[src/sspq_pkg.sv]
// Shared constants, codes, command/status types and the key compare for the priority queue
`timescale 1ns / 1ps

package sspq_pkg;

    localparam int DEF_CAPACITY = 64;
    localparam int KEY_W        = 32;
    localparam int TAG_W        = 31;
    localparam int OCC_W        = 7;
    localparam int STATUS_W     = 2;

    // operation codes
    localparam logic OP_INSERT = 1'b0;
    localparam logic OP_POP    = 1'b1;

    // result status codes
    localparam logic [STATUS_W-1:0] ST_INSERTED = 2'd0;
    localparam logic [STATUS_W-1:0] ST_POPPED   = 2'd1;
    localparam logic [STATUS_W-1:0] ST_EMPTY    = 2'd2;
    localparam logic [STATUS_W-1:0] ST_FULL     = 2'd3;

    typedef struct packed {
        logic                load;
        logic                search_init;
        logic                search_step;
        logic                shift_init;
        logic                shift_step;
        logic                write_new;
        logic                pop_read;
        logic                pop_commit;
        logic                set_status;
        logic [STATUS_W-1:0] status;
        logic                emit;
    } t_dp_cmd;

    typedef struct packed {
        logic op_pop;
        logic empty;
        logic full;
        logic search_done;
        logic shift_done;
        logic out_free;
    } t_dp_stat;

    // true when key a is served strictly before key b
    function automatic logic key_precedes(
        input logic signed [KEY_W-1:0] a,
        input logic signed [KEY_W-1:0] b,
        input logic                    largest_first
    );
        return largest_first ? (a > b) : (a < b);
    endfunction

endpackage

[src/sspq_ctrl.sv]
// Sequencer for dispatch, ordered search, tail shift, pop and result hand-off
`timescale 1ns / 1ps

module sspq_ctrl (
    input  logic               i_clk,
    input  logic               i_rst_n,
    input  logic               i_in_valid,
    output logic               o_in_ready,
    input  sspq_pkg::t_dp_stat i_stat,
    output sspq_pkg::t_dp_cmd  o_cmd
);
    import sspq_pkg::*;

    localparam logic [2:0] S_IDLE     = 3'd0;
    localparam logic [2:0] S_DISPATCH = 3'd1;
    localparam logic [2:0] S_SEARCH   = 3'd2;
    localparam logic [2:0] S_SHIFT    = 3'd3;
    localparam logic [2:0] S_POP      = 3'd4;
    localparam logic [2:0] S_FINISH   = 3'd5;

    logic [2:0] r_state, n_state;

    assign o_in_ready = (r_state == S_IDLE);

    always_comb begin
        n_state = r_state;
        o_cmd   = '0;
        unique case (r_state)
            S_IDLE: begin
                if (i_in_valid) begin
                    o_cmd.load = 1'b1;
                    n_state    = S_DISPATCH;
                end
            end
            S_DISPATCH: begin
                if (i_stat.op_pop) begin
                    if (i_stat.empty) begin
                        o_cmd.set_status = 1'b1;
                        o_cmd.status     = ST_EMPTY;
                        n_state          = S_FINISH;
                    end else begin
                        o_cmd.pop_read = 1'b1;
                        n_state        = S_POP;
                    end
                end else if (i_stat.full) begin
                    o_cmd.set_status = 1'b1;
                    o_cmd.status     = ST_FULL;
                    n_state          = S_FINISH;
                end else begin
                    o_cmd.search_init = 1'b1;
                    n_state           = S_SEARCH;
                end
            end
            S_SEARCH: begin
                if (i_stat.search_done) begin
                    o_cmd.shift_init = 1'b1;
                    n_state          = S_SHIFT;
                end else begin
                    o_cmd.search_step = 1'b1;
                end
            end
            S_SHIFT: begin
                if (i_stat.shift_done) begin
                    o_cmd.write_new  = 1'b1;
                    o_cmd.set_status = 1'b1;
                    o_cmd.status     = ST_INSERTED;
                    n_state          = S_FINISH;
                end else begin
                    o_cmd.shift_step = 1'b1;
                end
            end
            S_POP: begin
                o_cmd.pop_commit = 1'b1;
                o_cmd.set_status = 1'b1;
                o_cmd.status     = ST_POPPED;
                n_state          = S_FINISH;
            end
            S_FINISH: begin
                if (i_stat.out_free) begin
                    o_cmd.emit = 1'b1;
                    n_state    = S_IDLE;
                end
            end
            default: begin
                n_state = S_IDLE;
            end
        endcase
    end

    always_ff @(posedge i_clk) begin
        if (!i_rst_n) begin
            r_state <= S_IDLE;
        end else begin
            r_state <= n_state;
        end
    end

endmodule

[config.mk]
export PLATFORM = sky130hd
export DESIGN_NAME = sspq_ctrl
export DESIGN_NICKNAME = d
export VERILOG_FILES = /design/src/sspq_pkg.sv /design/src/sspq_ctrl.sv
export SDC_FILE = /design/constraint.sdc
export NUM_CORES = 1
export LEC_CHECK = 0
export ABC_CLOCK_PERIOD_IN_PS = 1610
export BUFFER_PORTS_ARGS = -buffer_cell sky130_fd_sc_hd__buf_2
export CORE_AREA = 4 4 41 43
export DETAILED_ROUTE_END_ITERATION = 7
export DIE_AREA = 0 0 45 47
export HOLD_SLACK_MARGIN = 0.08
export PLACE_DENSITY = 0.49
export SLEW_MARGIN = 10
export SYNTH_ARGS = -nofsm -noshare
export SYNTH_HDL_FRONTEND = slang
export SYNTH_SLANG_ARGS = --single-unit
[constraint.sdc]
create_clock -name i_clk -period 1.61 [get_ports i_clk]
set_input_delay 0.322 -clock i_clk [delete_from_list [all_inputs] [get_ports i_clk]]
set_output_delay 0.322 -clock i_clk [all_outputs]
set_load 0.02 [all_outputs]
==> results.cfg <==
[logic_synthesis]
synth.top_cells.by_count = sky130_fd_sc_hd__nor2_1, sky130_fd_sc_hd__a21oi_1, sky130_fd_sc_hd__dfxtp_1, sky130_fd_sc_hd__nand2_1, sky130_fd_sc_hd__nor3_1
synth_edf_count = 0
yosysWarningCount = 0
postSynth.asyncResetShare_pct = 0
synth.top_cell.area_share_pct = 19.5
synth.area.top_cells = sky130_fd_sc_hd__dfxtp_1, sky130_fd_sc_hd__nor2_1, sky130_fd_sc_hd__mux2i_1
netlist-cell-type-count = 25
syn-mean-instance-area_um2 = 7.69
synthesis_stage_register_bit_count = 3
synth_seq_area_share_pct = 19.5
post_synth_instance_area_um2 = 308
yosys.cell_count.top_type = sky130_fd_sc_hd__nor2_1
postSynthNetCount = 49
synth_top_area_cell = sky130_fd_sc_hd__dfxtp_1
post_synth_inst_count = 40
ys_dominant_reg_cell = sky130_fd_sc_hd__dfxtp_1

[floorplanning]
ioPinCount = 22
coreArea_um2 = 1300
fp-row-count = 13
floorplan.die.height_um = 47
die_x_extent_um = 45
initial_utilization_pct = 23.7
die_area_um2 = 2120

[pwr]
swShare_pct = 36.6
power.combinational.fraction_pct = 48.4
vdd.ir_drop.worst_mv = 0.398
total_switching_power_uw = 161
power.sequential.fraction_pct = 21.5
cell_internal_pwr_uw = 278
total_leakage_power_nw = 0.257
pwr-share-clk_pct = 30.1
power_density_nw_per_um2 = 832

[sta]
final_max_slew_viol_count = 0
setup_viol = 2
final_min_period_over_clock_period_pct = 103
setup_total_negative_slack_ns = -0.0860
max_freq_ghz = 0.602
worst_pin_slew_ns = 0.300
report.final.hold_viol_count = 0
worst_clock_skew_ns = 0.000504
final_critical_path_setup_slack_ns = -0.0518
relSlewSlack_pct = 79.4
post-route-min-period_ns = 1.66
grt_setup_unrepaired = yes

[worst_setup_path]
worst-setup-path-type = flip-flop to primary output
cp_num_buf_inv = 2
reg2reg_from = r_state[0]$_SDFFE_PN0P_
crit_path_start_kind = flip-flop
crit_chain = buf_6 -> and3_4 -> or3_1 -> buf_6
endpoint_kind = primary output
worst_r2r_path_depth = 4
critical-path-top-cell-by-count = sky130_fd_sc_hd__buf_6
worst_path_largest_cell_delay_ns = 0.35
critPathArrivalTime_ns = 1.34
timing.critical_path.max_delay_family = simple AND/OR/NAND/NOR gates
slowest_stage = sky130_fd_sc_hd__or3_1
critPathRequiredTime_ns = 1.29
critical_path_peak_fanout = 4
r2r_slack_ns = 0.40
worstReg2RegEnd = r_state[0]$_SDFFE_PN0P_

[global_routing]
groute.usage.overall_pct = 8.92
grt_remaining_overflow = 0
largest_net_degree_at_the_start_of_global_routing = 10
number_of_global_route_vias_before_repair = 348
grt_antenna_before_repair = 0
grt_first_pass_wirelength_um = 1400

[place]
numPortBuffers = 21
placed_standard_cell_area_um2 = 470
routabilityCongestion = 0.711
hpwlAfterDp_um = 710

[routing]
wl_per_cell_um = 10.4
count_of_vias_placed_by_the_detailed_router = 386
drc_errors = 0
totalWireLength_um = 870
detail_route.vias_per_cell = 4.60
number_of_design_rule_violations_left_by_the_first_detailed_router_iteration = 1
antenna_left = 0
drt_first_pass_iters = 2

[layout]
layout.cell_area.non_filler_um2 = 528
nets = 79
top_regs = r_state: 3 flops
syn_to_final_growth_pct = 71.5
drive_above_1_share_pct = 65.2
largest_register_ffs = 3
number_of_inserted_diodes = 0
largest_register = r_state

[clock_network]
cts_max_path_buffers = 2
clock_sink_count = 3
numCtsBuffers = 3
clock_latency_late_sink_ns = 0.23
tritoncts_clock_tree = done
h-tree-depth = 1
clock_tree.root_cell = sky130_fd_sc_hd__clkbuf_4
clkSlewWorstSetupHoldPaths_ns = 0.04

[status]
outcome = finished, violations left
failing_checks = setup timing

[min_path]
worst_hold_path_type = primary input to flip-flop
hold-path-cell-count = 2
timing.hold.worst.start = i_rst_n
min_to = r_state[2]$_SDFFE_PN0P_

[flow_run]
timing.max_cap.violations = 0
[cells by family after synthesis]
kind of cell | count (synthesis) | synth area share, %
AO/OA/AOI/OAI | 6 | 12.2
multiplexers | 2 | 6.50
AND/OR/NAND/NOR | 26 | 55.3
buffers and inverters | 3 | 6.50
flip-flops | 3 | 19.5
[power by group through the flow]
stage	Sequential [mW]	Combinational [mW]	Clock, mW
6_report	0.0946	0.213	0.132
2_1_floorplan	0.0933	0.133	0
5_1_grt	0.0968	0.230	0.146
4_1_cts	0.0943	0.206	0.139
3_5_place_dp	0.0937	0.195	0
3_3_place_gp	0.0941	0.197	0
[layout by cell type, fill, tap and decap left out, drive strengths merged, types with 2 or more instances in the layout]
| master | instances |
|---|---|
| buf | 27 |
| nor3b | 2 |
| mux2i | 2 |
| nand2 | 3 |
| nor3 | 3 |
| a21oi | 3 |
| and3 | 2 |
| nor2 | 7 |
| dfxtp | 3 |
| nor2b | 2 |
| clkbuf | 4 |
[layout make-up]
type | instances | area, um^2
clock buffer | 4 | 26.3
fill | 147 | 773
inverter | 1 | 3.75
multi-input combinational | 34 | 248
sequential | 3 | 63.8
tap | 15 | 18.8
timing repair buffer | 27 | 168
[through the flow]
step                      setup WS [ns]  power (mW)  instances  utilization (%)  hold WS [ns]
after CTS                       -0.0863       0.439         83             39.4         0.333
after global placement           0.0634       0.291         79             36.2         0.579
after floorplan                  0.0384       0.227         40                -         0.458
after detailed placement         0.0403       0.289         79             36.2         0.577
final                           -0.0518       0.439         84             40.6         0.349
after global routing             -0.103       0.473         84             40.6         0.333
[worst max path at each step]
stage                            startpoint        to  slack [ns]  cells after the start
floorplan           r_state[0]$_SDFFE_PN0P_  o_cmd[3]        0.04                      4
global placement                  i_stat[5]  o_cmd[3]        0.06                      5
detailed placement                i_stat[5]  o_cmd[3]        0.04                      5
CTS                 r_state[0]$_SDFFE_PN0P_  o_cmd[3]       -0.09                      4
global route        r_state[0]$_SDFFE_PN0P_  o_cmd[5]       -0.10                      3
finish              r_state[1]$_SDFFE_PN0P_  o_cmd[3]       -0.05                      4
[what timing repair did]
item | 4_1_cts | 5_1_grt
endpoints found under the setup margin | 4 | 7
resized for setup | 7 | 3
pin swaps | 2 | 2
hold buffers | 0 | 0
setup buffers | 0 | 1
[layer usage]
layer	share of wire (%)	wire, um	GRT usage (%)
met5	0	0	0
met4	0	0	1.75
met3	9.3	81	3.45
met2	43	374	14.1
met1	48	414	11.6
Power figures use the tool's default switching activity.
