`src/sspq_pkg.sv`:
```
// Shared constants, codes, command/status types and the key compare for the priority queue
`timescale 1ns / 1ps

package sspq_pkg;

    localparam int DEF_CAPACITY = 64;
    localparam int KEY_W        = 32;
    localparam int TAG_W        = 31;
    localparam int OCC_W        = 7;
    localparam int STATUS_W     = 2;

    // operation codes
    localparam logic OP_INSERT = 1'b0;
    localparam logic OP_POP    = 1'b1;

    // result status codes
    localparam logic [STATUS_W-1:0] ST_INSERTED = 2'd0;
    localparam logic [STATUS_W-1:0] ST_POPPED   = 2'd1;
    localparam logic [STATUS_W-1:0] ST_EMPTY    = 2'd2;
    localparam logic [STATUS_W-1:0] ST_FULL     = 2'd3;

    typedef struct packed {
        logic                load;
        logic                search_init;
        logic                search_step;
        logic                shift_init;
        logic                shift_step;
        logic                write_new;
        logic                pop_read;
        logic                pop_commit;
        logic                set_status;
        logic [STATUS_W-1:0] status;
        logic                emit;
    } t_dp_cmd;

    typedef struct packed {
        logic op_pop;
        logic empty;
        logic full;
        logic search_done;
        logic shift_done;
        logic out_free;
    } t_dp_stat;

    // true when key a is served strictly before key b
    function automatic logic key_precedes(
        input logic signed [KEY_W-1:0] a,
        input logic signed [KEY_W-1:0] b,
        input logic                    largest_first
    );
        return largest_first ? (a > b) : (a < b);
    endfunction

endpackage

```
`src/sspq_datapath.sv`:
```
// Entry memory, circular head/count, scan and shift counters, and the result register
`timescale 1ns / 1ps

module sspq_datapath #(
    parameter int CAPACITY = sspq_pkg::DEF_CAPACITY
) (
    input  logic                                      i_clk,
    input  logic                                      i_rst_n,
    input  sspq_pkg::t_dp_cmd                         i_cmd,
    output sspq_pkg::t_dp_stat                        o_stat,
    input  logic                                      i_in_op,
    input  logic signed [sspq_pkg::KEY_W-1:0]         i_in_key,
    input  logic [sspq_pkg::TAG_W-1:0]                i_in_tag,
    input  logic                                      i_cfg_we,
    input  logic                                      i_cfg_order,
    input  logic                                      i_out_ready,
    output logic                                      o_out_valid,
    output logic [sspq_pkg::STATUS_W-1:0]             o_out_status,
    output logic signed [sspq_pkg::KEY_W-1:0]         o_out_key,
    output logic [sspq_pkg::TAG_W-1:0]                o_out_tag,
    output logic [sspq_pkg::OCC_W-1:0]                o_out_occ
);
    import sspq_pkg::*;

    localparam int AW = $clog2(CAPACITY);
    localparam int CW = $clog2(CAPACITY + 1);
    localparam int DW = KEY_W + TAG_W;
    localparam logic [CW:0]   CAP_X   = (CW+1)'(CAPACITY);
    localparam logic [CW-1:0] CAP_CNT = CW'(CAPACITY);
    localparam logic [AW:0]   CAP_H   = (AW+1)'(CAPACITY);

    // logical position from the head to physical memory address
    function automatic logic [AW-1:0] phys(input logic [AW-1:0] head,
                                           input logic [CW-1:0] lidx);
        logic [CW:0] s;
        s = (CW+1)'(head) + (CW+1)'(lidx);
        if (s >= CAP_X) begin
            s = s - CAP_X;
        end
        return s[AW-1:0];
    endfunction

    logic [DW-1:0]             r_mem [CAPACITY];
    logic [DW-1:0]             r_rd_data;
    logic                      r_order, n_order;
    logic                      r_op;
    logic signed [KEY_W-1:0]   r_key;
    logic [TAG_W-1:0]          r_tag;
    logic [AW-1:0]             r_head, n_head;
    logic [CW-1:0]             r_count, n_count;
    logic [CW-1:0]             r_idx, n_idx;
    logic [CW-1:0]             r_pos, n_pos;
    logic [CW-1:0]             r_ins, n_ins;
    logic                      r_rd_vld, n_rd_vld;
    logic [STATUS_W-1:0]       r_status, n_status;
    logic                      r_out_valid, n_out_valid;

    logic signed [KEY_W-1:0]   rd_key;
    logic [TAG_W-1:0]          rd_tag;
    logic                      hit;
    logic                      search_done;
    logic [CW-1:0]             found_pos;
    logic                      shift_more;
    logic [CW-1:0]             idx_dec;
    logic [CW-1:0]             pos_inc;
    logic [AW:0]               head_inc;
    logic                      rd_en;
    logic                      step_rd;
    logic [AW-1:0]             rd_addr;
    logic                      wr_en;
    logic [AW-1:0]             wr_addr;
    logic [DW-1:0]             wr_data;

    assign rd_key      = r_rd_data[DW-1:TAG_W];
    assign rd_tag      = r_rd_data[TAG_W-1:0];
    assign hit         = r_rd_vld && key_precedes(r_key, rd_key, r_order);
    assign search_done = hit || (r_idx >= r_count);
    assign found_pos   = hit ? r_pos : r_count;
    assign shift_more  = r_idx > r_ins;
    assign idx_dec     = r_idx - CW'(1);
    assign pos_inc     = r_pos + CW'(1);
    assign head_inc    = (AW+1)'(r_head) + (AW+1)'(1);

    assign o_stat.op_pop      = (r_op == OP_POP);
    assign o_stat.empty       = (r_count == '0);
    assign o_stat.full        = (r_count == CAP_CNT);
    assign o_stat.search_done = search_done;
    assign o_stat.shift_done  = !shift_more && !r_rd_vld;
    assign o_stat.out_free    = !r_out_valid || i_out_ready;

    // memory port selection
    always_comb begin
        rd_en   = 1'b0;
        step_rd = 1'b0;
        rd_addr = r_head;
        if (i_cmd.pop_read) begin
            rd_en   = 1'b1;
            rd_addr = r_head;
        end else if (i_cmd.search_step && (r_idx < r_count)) begin
            rd_en   = 1'b1;
            step_rd = 1'b1;
            rd_addr = phys(r_head, r_idx);
        end else if (i_cmd.shift_step && shift_more) begin
            rd_en   = 1'b1;
            step_rd = 1'b1;
            rd_addr = phys(r_head, idx_dec);
        end

        wr_en   = 1'b0;
        wr_addr = phys(r_head, r_ins);
        wr_data = {r_key, r_tag};
        if (i_cmd.write_new) begin
            wr_en = 1'b1;
        end else if (i_cmd.shift_step && r_rd_vld) begin
            wr_en   = 1'b1;
            wr_addr = phys(r_head, pos_inc);
            wr_data = r_rd_data;
        end
    end

    always_comb begin
        n_order     = i_cfg_we ? i_cfg_order : r_order;
        n_rd_vld    = step_rd;
        n_pos       = r_pos;
        n_idx       = r_idx;
        n_ins       = r_ins;
        n_count     = r_count;
        n_head      = r_head;
        n_status    = i_cmd.set_status ? i_cmd.status : r_status;
        n_out_valid = i_cmd.emit ? 1'b1 : (i_out_ready ? 1'b0 : r_out_valid);

        if (i_cmd.search_init) begin
            n_idx = '0;
        end else if (i_cmd.shift_init) begin
            n_idx = r_count;
            n_ins = found_pos;
        end else if (i_cmd.search_step && step_rd) begin
            n_idx = r_idx + CW'(1);
            n_pos = r_idx;
        end else if (i_cmd.shift_step && step_rd) begin
            n_idx = idx_dec;
            n_pos = idx_dec;
        end

        if (i_cmd.write_new) begin
            n_count = r_count + CW'(1);
        end else if (i_cmd.pop_commit) begin
            n_count = r_count - CW'(1);
            n_head  = (head_inc == CAP_H) ? '0 : head_inc[AW-1:0];
        end
    end

    always_ff @(posedge i_clk) begin
        if (!i_rst_n) begin
            r_order     <= 1'b0;
            r_rd_vld    <= 1'b0;
            r_pos       <= '0;
            r_idx       <= '0;
            r_ins       <= '0;
            r_count     <= '0;
            r_head      <= '0;
            r_status    <= ST_INSERTED;
            r_out_valid <= 1'b0;
        end else begin
            r_order     <= n_order;
            r_rd_vld    <= n_rd_vld;
            r_pos       <= n_pos;
            r_idx       <= n_idx;
            r_ins       <= n_ins;
            r_count     <= n_count;
            r_head      <= n_head;
            r_status    <= n_status;
            r_out_valid <= n_out_valid;
        end
    end

    always_ff @(posedge i_clk) begin
        if (wr_en) begin
            r_mem[wr_addr] <= wr_data;
        end
        if (rd_en) begin
            r_rd_data <= r_mem[rd_addr];
        end
    end

    always_ff @(posedge i_clk) begin
        if (i_cmd.load) begin
            r_op  <= i_in_op;
            r_key <= i_in_key;
            r_tag <= i_in_tag;
        end
        if (i_cmd.emit) begin
            o_out_status <= r_status;
            o_out_key    <= (r_status == ST_POPPED) ? rd_key : '0;
            o_out_tag    <= (r_status == ST_POPPED) ? rd_tag : '0;
            o_out_occ    <= OCC_W'(r_count);
        end
    end

    assign o_out_valid = r_out_valid;

endmodule

```
`config.mk`:
```
export PLATFORM = sky130hd
export DESIGN_NAME = sspq_datapath
export DESIGN_NICKNAME = d
export VERILOG_FILES = /design/src/sspq_pkg.sv /design/src/sspq_datapath.sv
export SDC_FILE = /design/constraint.sdc
export NUM_CORES = 2
export LEC_CHECK = 0
export ABC_AREA = 0
export ABC_CLOCK_PERIOD_IN_PS = 9000
export BUFFER_PORTS_ARGS = -buffer_cell sky130_fd_sc_hd__buf_2
export CELL_PAD_IN_SITES_DETAIL_PLACEMENT = 1
export CELL_PAD_IN_SITES_GLOBAL_PLACEMENT = 1
export CORE_AREA = 2 2 541 543
export DETAILED_ROUTE_END_ITERATION = 8
export DIE_AREA = 0 0 543 545
export PLACE_DENSITY_LB_ADDON = 0.1
export SKIP_LAST_GASP = 1
export SYNTH_ARGS = -nofsm -noshare
export SYNTH_HDL_FRONTEND = slang
export SYNTH_SLANG_ARGS = --single-unit
```
`constraint.sdc`:
```
create_clock -name i_clk -period 9 [get_ports i_clk]
set_input_delay 0.9 -clock i_clk [delete_from_list [all_inputs] [get_ports i_clk]]
set_output_delay 0.9 -clock i_clk [all_outputs]
set_load 0.02 [all_outputs]
```
==> out/metrics.yaml <==
outcome:
  status: "completed"
floorplanning:
  die_h_um: 545
  core-area_sq_um: 290000
  rows: 198
  die-area_sq_um: 296000
  num_io_pins: 160
  start_util_pct: 57.7
  die_w_um: 543
critical_path:
  r2r-start: "r_idx[4]"
  crit_arrival_ns: 5.97
  cp_cell_sequence: "inv_1 -> ha_1 -> a21o_1 -> a21oi_1 -> o21ai_0 -> a221o_1 -> a2111oi_0 -> mux2i_1 -> nand3_1 -> buf_2"
  reg2reg_depth: 13
  slowest_stage: "mux2i_1"
  start_kind: "register"
  worst_setup_path_end_kind: "output pin"
  critPathKind: "reg2out"
  worstPathMaxFanout: 8
  critPathLaunch: "r_rd_data[37]"
  ff2ff_setup_slack_ns: 2.41
  critPathMaxStageDelay_ns: 1.07
  endpoint: "o_stat[2]"
  reg2reg_to: "r_rd_data[46]"
  crit_required_ns: 8.10
cts:
  cts_setup_buffers: 0
  cts_tree: "done"
  cts_buffer_depth: 4
  cts-root-buf: "clkbuf_16"
  post_cts_resized: 0
  numCtsBuffers: 426
  clk_latency_ns: 0.98
  clk_pin_slew_worst_paths_ns: 0.07
  clock-sinks: 4270
  h-tree-depth: 5
  postCtsHoldBufs: 0
timing:
  drv_slew: 0
  finalSetupTns_ns: 0
  rsz0062_at_grt: "false"
  layout_min_cycle_time_ns: 6.87
  finalSetupViolCount: 0
  fin_skew_ns: 0.0543
  hold_viol_final: 0
  tightest_slew_ns: 1.39
  timing.fmax_mhz: 146
  slew_headroom_pct: 6.86
  period_share_pct: 76.3
synthesis:
  yosys.area_share.simple_pct: 6.47
  synthesis.nets: 10500
  synth_warnings: 0
  synthDistinctLibCells: 70
  syn-instance-count: 10300
  synth_edf_count: 4231
  synth_area_leaders: "edfxtp_1, nand2_1, mux4_2"
  yosys_register_bits: 4270
  syn-cell-area_sq_um: 167000
  post-synth-top-count-cell: "edfxtp_1"
  yosys.area.top_type: "edfxtp_1"
  ys.flop_type: "edfxtp_1"
  synthAdderAreaFrac_pct: 0.621
  async_flop_share_pct: 0
  yosysSeqAreaShare_pct: 76.4
  synth_top_family_by_area: "multiplexers"
  synth_mux_area_share_pct: 8.00
  synth-xor-area-share_pct: 0.251
  synth-compound-area-share_pct: 6.44
  synth_top_cell_area_share_pct: 76.0
  avgSynthCellArea_sq_um: 16.2
  synthTopCellsByCount: "edfxtp_1, nand2_1, mux2i_1, a21oi_1, clkbuf_1"
global_routing:
  antenna_found_initial: 36
  grt_max_degree: 160
  grt_overflow: 0
  grt_pass1_vias: 105000
  grt_pass1_wl_um: 783000
  track_usage_pct: 37.6
drt:
  drcViolationCount: 0
  first_pass_iters: 6
  totalWireLength_um: 561000
  via_per_inst: 6.93
  ant_nets: 0
  num_vias: 103000
  wl_per_cell_um: 37.7
  drt_iter0_drc: 15900
power:
  powerDensity_nw_per_um2: 264
  p_leak_nw: 61.9
  vdd_drop_max_mv: 0.189
placement:
  dpl-instance-area_sq_um: 174000
  dp_hpwl_um: 307000
  gp_congestion: 0.868
  io_buffers: 159
final_layout:
  syn2layout_area_growth_pct: 12.3
  final_cell_area_sq_um: 188000
  final_nets: 10700
  layout-drive-gt1-share_pct: 15.0
hold_path:
  min_path_type: "in2reg"
flow_run:
  max_cap_viol_count: 0
-- kinds of logic (layout without fill, tap and decap cells) --
| logic type | Yosys count | after routing |
|---|---|---|
| DFF | 4270 | 4270 |
| and+or+nand+nor | 2607 | 2607 |
| AOI/OAI and AO/OA | 1646 | 1646 |
| muxes | 979 | 979 |
| buffers and inverters | 700 | 1299 |
| adders and majority gates | 80 | 80 |
| xor gates and xnor gates | 48 | 48 |
| other | 0 | 22 |
-- worst max-delay path: cells and delay by family, from the launching register on --
family	cells	cell delay, ns
fa+ha+maj	1	0.40
compound gates	5	1.74
flops	1	0.87
buf+inv	2	0.61
mux	1	1.07
simple gates	1	0.29
-- power breakdown --
group,switching (mW),internal [mW]
sequential,0.497,22.7
combinational,6.10,2.62
clock,7.74,9.89
total,14.3,35.2
-- final cells by class --
class | instances | area, sq um
clock inverter | 267 | 2490
sequential | 4270 | 128000
antenna | 22 | 55.1
inverter | 65 | 244
tap | 3900 | 4880
clock buffer | 514 | 11100
timing repair buffer | 453 | 3580
fill | 25000 | 102000
multi-input combinational | 5360 | 37600
-- per-layer routing --
metal	vias to the layer above	global-route usage [%]	routed length (um)
met1	53500	50.1	203000
met5	-	0	202
met2	7100	58.5	259000
li1	40800	-	-
met3	1439	9.29	67200
met4	26	18.3	30400
-- registers in the layout, summed over array words and instances (netlist names) --
signal and count:
r_mem 4032, r_rd_data 63, o_out_key 32, r_key 32, o_out_tag 31, r_tag 31
o_out_occ 7, r_count 7, r_idx 7, r_ins 7, r_pos 7, r_head 6
o_out_status 2, r_status 2, o_out_valid 1, r_op 1, r_order 1, r_rd_vld 1
-- cell usage in the layout (no fill, tap or decap), types with 67 or more instances in the layout --
master and instances:
mux4_2 268, nor2_4 77, clkinv_2 87, buf_2 157, a32oi_1 114, a31oi_1 115
buf_4 250, o21ai_0 139, a2111oi_0 100, a21oi_1 494, mux2i_1 527, mux2_2 183
clkbuf_16 432, clkinv_1 109, nand4_1 116, edfxtp_1 4231, a22oi_1 77, o22ai_1 163
and2_1 67, clkbuf_1 82, ha_1 75, o21ai_1 100, nand2_1 1661, nand3_1 338
nor2_1 286
-- per-stage QoR --
stage	utilization [%]	std cells	total power, mW	hold slack (ns)	worst slack (ns)
detailed placement	60.0	14000	32.1	0.462	2.63
CTS	64.7	14800	49.4	0.0365	2.17
finish	64.7	14900	49.6	0.0879	2.13
global placement	60.0	14000	31.7	0.440	2.76
floorplan	-	10300	28.6	0.422	3.71
global route	64.7	14800	50.7	0.0612	1.92
-- worst min path at each step --
stage	start	end	slack (ns)	depth (start not counted)
finish	i_in_tag[11]	r_tag[11]	0.09	1
global route	i_in_tag[11]	r_tag[11]	0.06	1
CTS	i_in_tag[11]	r_tag[11]	0.04	1
detailed placement	r_status[0]	o_out_status[0]	0.46	0
global placement	r_status[0]	o_out_status[0]	0.44	0
floorplan	r_status[0]	o_out_status[0]	0.42	0
Power figures use the tool's default switching activity.
